### src/rtl/core/mfre_pkg.sv
// Package for the monochrome framebuffer raster engine.
// Holds sizes, opcodes, controller states and the command/status structs.
// No dependencies.
`default_nettype none
package mfre_pkg;
	localparam int SCREEN_WIDTH  = 128;
	localparam int SCREEN_HEIGHT = 64;
	localparam int ROW_BYTES     = (SCREEN_WIDTH + 7) / 8;
	localparam int STORE_BYTES   = ROW_BYTES * SCREEN_HEIGHT;
	localparam int ADDR_W        = $clog2(STORE_BYTES);
	localparam int COL_W         = (ROW_BYTES > 1) ? $clog2(ROW_BYTES) : 1;
	localparam int ROW_W         = $clog2(SCREEN_HEIGHT);

	localparam logic [2:0] OP_CLEAR  = 3'd0;
	localparam logic [2:0] OP_SPRITE = 3'd1;
	localparam logic [2:0] OP_SPAN   = 3'd2;
	localparam logic [2:0] OP_RECT   = 3'd3;
	localparam logic [2:0] OP_READ   = 3'd4;

	typedef enum logic [2:0] {
		ST_INIT, ST_IDLE, ST_CLEAR, ST_WALK, ST_RMW, ST_READ, ST_OUT
	} state_t;

	// controller -> datapath
	typedef struct packed {
		logic load;      // capture request and set up walk
		logic clr_wr;    // write zero at walk address
		logic rd;        // read byte at walk address
		logic wr;        // write modified byte back
		logic step;      // advance walk
		logic rd_out;    // read for read request
		logic out_load;  // load result register
	} cmd_t;

	// datapath -> controller
	typedef struct packed {
		logic empty;     // nothing to draw
		logic last;      // walk at final position
		logic skip;      // current position draws nothing
	} stat_t;
endpackage
`default_nettype wire

### src/rtl/core/mfre_ctrl.sv
// Controller state machine: sequences clear, draw walks, reads and output.
// Depends on mfre_pkg.
`default_nettype none
module mfre_ctrl (
	input  wire              clk,
	input  wire              arst_n,
	input  wire              s_valid,
	output logic             s_ready,
	output logic             m_valid,
	input  wire              m_ready,
	input  wire  [2:0]       opcode,
	input  wire mfre_pkg::stat_t stat,
	output mfre_pkg::cmd_t   cmd
);
	mfre_pkg::state_t state_q, state_d;
	logic mv_q, mv_d;

	// hold state and output flag
	always_ff @(posedge clk or negedge arst_n) begin
		if (!arst_n) begin
			state_q <= mfre_pkg::ST_INIT;
			mv_q <= 1'b0;
		end else begin
			state_q <= state_d;
			mv_q <= mv_d;
		end
	end

	assign m_valid = mv_q;

	// next state and commands
	always_comb begin
		state_d = state_q;
		cmd = '0;
		s_ready = 1'b0;
		mv_d = mv_q && !m_ready;
		unique case (state_q)
			mfre_pkg::ST_INIT: begin
				// blank the store after reset, no result
				cmd.clr_wr = 1'b1;
				cmd.step = 1'b1;
				if (stat.last) state_d = mfre_pkg::ST_IDLE;
			end
			mfre_pkg::ST_IDLE: begin
				s_ready = 1'b1;
				if (s_valid) begin
					cmd.load = 1'b1;
					unique case (opcode)
						mfre_pkg::OP_CLEAR: state_d = mfre_pkg::ST_CLEAR;
						mfre_pkg::OP_READ: state_d = mfre_pkg::ST_READ;
						default: state_d = stat.empty ? mfre_pkg::ST_OUT
							: mfre_pkg::ST_WALK;
					endcase
				end
			end
			mfre_pkg::ST_CLEAR: begin
				cmd.clr_wr = 1'b1;
				cmd.step = 1'b1;
				if (stat.last) state_d = mfre_pkg::ST_OUT;
			end
			mfre_pkg::ST_WALK: begin
				if (stat.skip) begin
					cmd.step = 1'b1;
					if (stat.last) state_d = mfre_pkg::ST_OUT;
				end else begin
					cmd.rd = 1'b1;
					state_d = mfre_pkg::ST_RMW;
				end
			end
			mfre_pkg::ST_RMW: begin
				cmd.wr = 1'b1;
				cmd.step = 1'b1;
				state_d = stat.last ? mfre_pkg::ST_OUT : mfre_pkg::ST_WALK;
			end
			mfre_pkg::ST_READ: begin
				cmd.rd_out = 1'b1;
				state_d = mfre_pkg::ST_OUT;
			end
			mfre_pkg::ST_OUT: begin
				if (!mv_q || m_ready) begin
					cmd.out_load = 1'b1;
					mv_d = 1'b1;
					state_d = mfre_pkg::ST_IDLE;
				end
			end
			default: state_d = mfre_pkg::ST_IDLE;
		endcase
	end
endmodule
`default_nettype wire

### config.mk
export PLATFORM = sky130hd
export DESIGN_NAME = mfre_ctrl
export DESIGN_NICKNAME = d
export VERILOG_FILES = /design/src/rtl/core/mfre_pkg.sv /design/src/rtl/core/mfre_ctrl.sv
export SDC_FILE = /design/constraint.sdc
export NUM_CORES = 1
export LEC_CHECK = 0
export ABC_AREA = 1
export BUFFER_PORTS_ARGS = -buffer_cell sky130_fd_sc_hd__buf_2
export CAP_MARGIN = 20
export CORE_AREA = 2 2 39 41
export CTS_CLUSTER_DIAMETER = 150
export CTS_CLUSTER_SIZE = 20
export DETAILED_ROUTE_END_ITERATION = 8
export DIE_AREA = 0 0 41 43
export PLACE_DENSITY = 0.6
export SETUP_SLACK_MARGIN = 0.15
export SLEW_MARGIN = 20
export SYNTH_ARGS = -nofsm -noshare
export SYNTH_HDL_FRONTEND = slang
export SYNTH_SLANG_ARGS = --single-unit
### constraint.sdc
create_clock -name clk -period 1.5 [get_ports clk]
set_input_delay 0 -clock clk [delete_from_list [all_inputs] [get_ports clk]]
set_output_delay 0 -clock clk [all_outputs]
set_load 0.02 [all_outputs]
==> flow_summary.yaml <==
grt:
  track_usage_pct: 11.5
  grt_pass1_wl_um: 1320
  antenna_found_initial: 0
  grt_max_degree: 9
  grt_pass1_vias: 374
  grt_overflow: 0
detailed_routing:
  drc: 0
  dr.pass1.iters: 4
  vias: 445
  routed_via_density: 4.36
  ant_nets: 0
  routedWlPerCell_um: 7.74
  drtIter0Drc: 7
  wl_um: 789
sta:
  max_freq_mhz: 816
  worst_slack_ns: 0.275
  slew-limit-headroom_pct: 82.2
  period_minus_slack_ns: 1.23
  setup_viol: 0
  slew_viol_final: 0
  worstMarginPinSlew_ns: 0.268
  finalSetupTns_ns: 0
  final_hold_viol_count: 0
  finalCritPeriodShare_pct: 81.7
  finClkSkew_ns: 0.00263
  rsz0062_at_grt: "no"
setup_path:
  crit_family: "flip-flops"
  path_buf_inv: 2
  crit_required_ns: 1.50
  arrival_ns: 1.23
  start_kind: "flip-flop"
  critPathMaxFanout: 7
  path_depth: 5
  crit_path_end_kind: "output pin"
  crit_chain: "nand2_1, nor2_2, inv_1, nor2_1, buf_2"
  r2r_cells: 6
  critical_path.max_stage_delay_ns: 0.48
  worstSetupPathType: "reg -> out"
  cp_slowest_cell: "dfrtp_1"
worst_hold_path:
  hold_class: "in -> reg"
  hold_depth: 4
placed_design:
  pre_cts_ws_ns: 0.361
  placed_area_um2: 483
  dp_hpwl_um: 667
  place_congestion: 0.727
  numPortBuffers: 18
outcome:
  status: "completed"
synth:
  syn-mean-instance-area_um2: 6.06
  ys_seq_area_share_pct: 25.8
  synth_seq_cells: 4
  yosysWarnings: 0
  syn_area_um2: 388
  synth_cells: 64
  synth_cell_types: 15
  syn_nets: 74
power_and_ir_drop:
  pwr-share-clk_pct: 12.5
  p_comb_share_pct: 64.5
  p_int_uw: 500
  swShare_pct: 53.4
  p_seq_share_pct: 22.9
  power_density_nw_per_um2: 2040
  p_switching_uw: 572
  irDropWorstVdd_mv: 0.642
  p_leak_nw: 0.324
  power_mw: 1.07
layout:
  final_design_area_no_fill_um2: 526
  finalNetCount: 98
  fill_cells: 161
  antenna_cells: 0
  syn2layout_area_growth_pct: 35.5
  final_layout_size_suffix_gt1_share_pct: 38.4
clock_tree:
  cts_setup_buffers: 0
  cts_tree: "built"
  clkTransAtPathRegs_ns: 0.04
  hold_buffers: 2
  cts_resized: 0
  clock_sinks: 4
  tritoncts.num_buffers: 3
  cts-root-buf: "clkbuf_4"
  max-clock-path-buffers: 2
  htree_levels: 1
  clk_latency_ns: 0.24
floorplan:
  pin_count: 19
  start_util_pct: 28.0
  die_width_um: 41
  coreArea_um2: 1380
  die-area_um2: 1760
  die_y_um: 43
  rows: 14
job:
  drv_cap: 0
state kept, by name, indices dropped and copies added (netlist names):
signal	cells
state_q	3
m_valid	1
placed cells by master, fill, tap and decap left out, drive strengths merged:
master / instances
a21oi: 2
buf: 18
clkbuf: 3
dfrtp: 4
dlygate4sd3: 2
inv: 11
nand2: 23
nand3: 5
nor2: 13
o211ai: 1
o21ai: 4
Yosys cell counts:
cell type,n,area (µm²)
inv_2,2,7.51
nand3_2,1,10.0
nand2_2,4,25.0
nor2_2,3,18.8
a21oi_1,2,10.0
dfrtp_1,4,100
o21ai_0,3,15.0
o21ai_2,1,8.76
inv_1,9,33.8
buf_8,1,15.0
o211ai_1,1,7.51
nand2_1,19,71.3
nand3_1,4,20.0
nor2_1,9,33.8
nor2_4,1,11.3
final cells by class:
cell class | count | area, µm² | share of cell area (%)
timing repair buffer | 20 | 110 | 21.0
clock buffer | 3 | 22.5 | 4.29
inverter | 11 | 41.3 | 7.86
multi-input combinational | 48 | 231 | 44.0
sequential | 4 | 100 | 19.0
tap | 16 | 20.0 | 3.81
path summary, 6_finish.rpt:
kind,start,end,slack [ns]
worst max-delay path,state_q[2]$_DFFE_PN0P_,cmd[0],0.27
worst min-delay path,s_valid,state_q[0]$_DFFE_PN0P_,0.04
worst max register to register,state_q[2]$_DFFE_PN0P_,state_q[1]$_DFFE_PN0P_,0.36
worst min register to register,m_valid$_DFF_PN0_,m_valid$_DFF_PN0_,0.54
max in group asynchronous,arst_n,m_valid$_DFF_PN0_,1.29
min in group asynchronous,arst_n,state_q[2]$_DFFE_PN0P_,0.09
worst min-delay path: stages:
cell,delay (ns)
buf_2,0.09
nor2_2,0.05
inv_1,0.05
nand2_1,0.04
cell families (layout without fill, tap and decap cells):
group | Yosys count | count (layout) | share of synthesized area (%)
flops | 4 | 4 | 25.8
simple gates | 41 | 41 | 49.0
compound gates | 7 | 7 | 10.6
buf+inv | 12 | 34 | 14.5
per-layer routing:
metal / wire length (µm) / global-route usage (%) / up-vias
li1: - / - / 242
met1: 345 / 13.0 / 190
met2: 368 / 16.6 / 10
met3: 51 / 4.71 / 3
met4: 24 / 8.00 / 0
met5: 0 / 0 / -
metrics by stage:
| step | util (%) | cells | hold slack (ns) |
|---|---|---|---|
| 3_3_place_gp | 34.9 | 97 | -0.194 |
| 2_1_floorplan | - | 64 | -0.296 |
| 4_1_cts | 38.0 | 102 | 0.0393 |
| 6_report | 38.0 | 102 | 0.0371 |
| 5_1_grt | 38.0 | 102 | 0.0582 |
| 3_5_place_dp | 34.9 | 97 | -0.194 |
power groups by stage:
stage | clock [mW] | sequential, mW | combinational, mW
2_1_floorplan | 0 | 0.227 | 0.579
3_3_place_gp | 0 | 0.247 | 0.696
5_1_grt | 0.148 | 0.258 | 0.777
6_report | 0.134 | 0.246 | 0.691
4_1_cts | 0.136 | 0.245 | 0.702
3_5_place_dp | 0 | 0.247 | 0.695
Power figures use the tool's default switching activity.
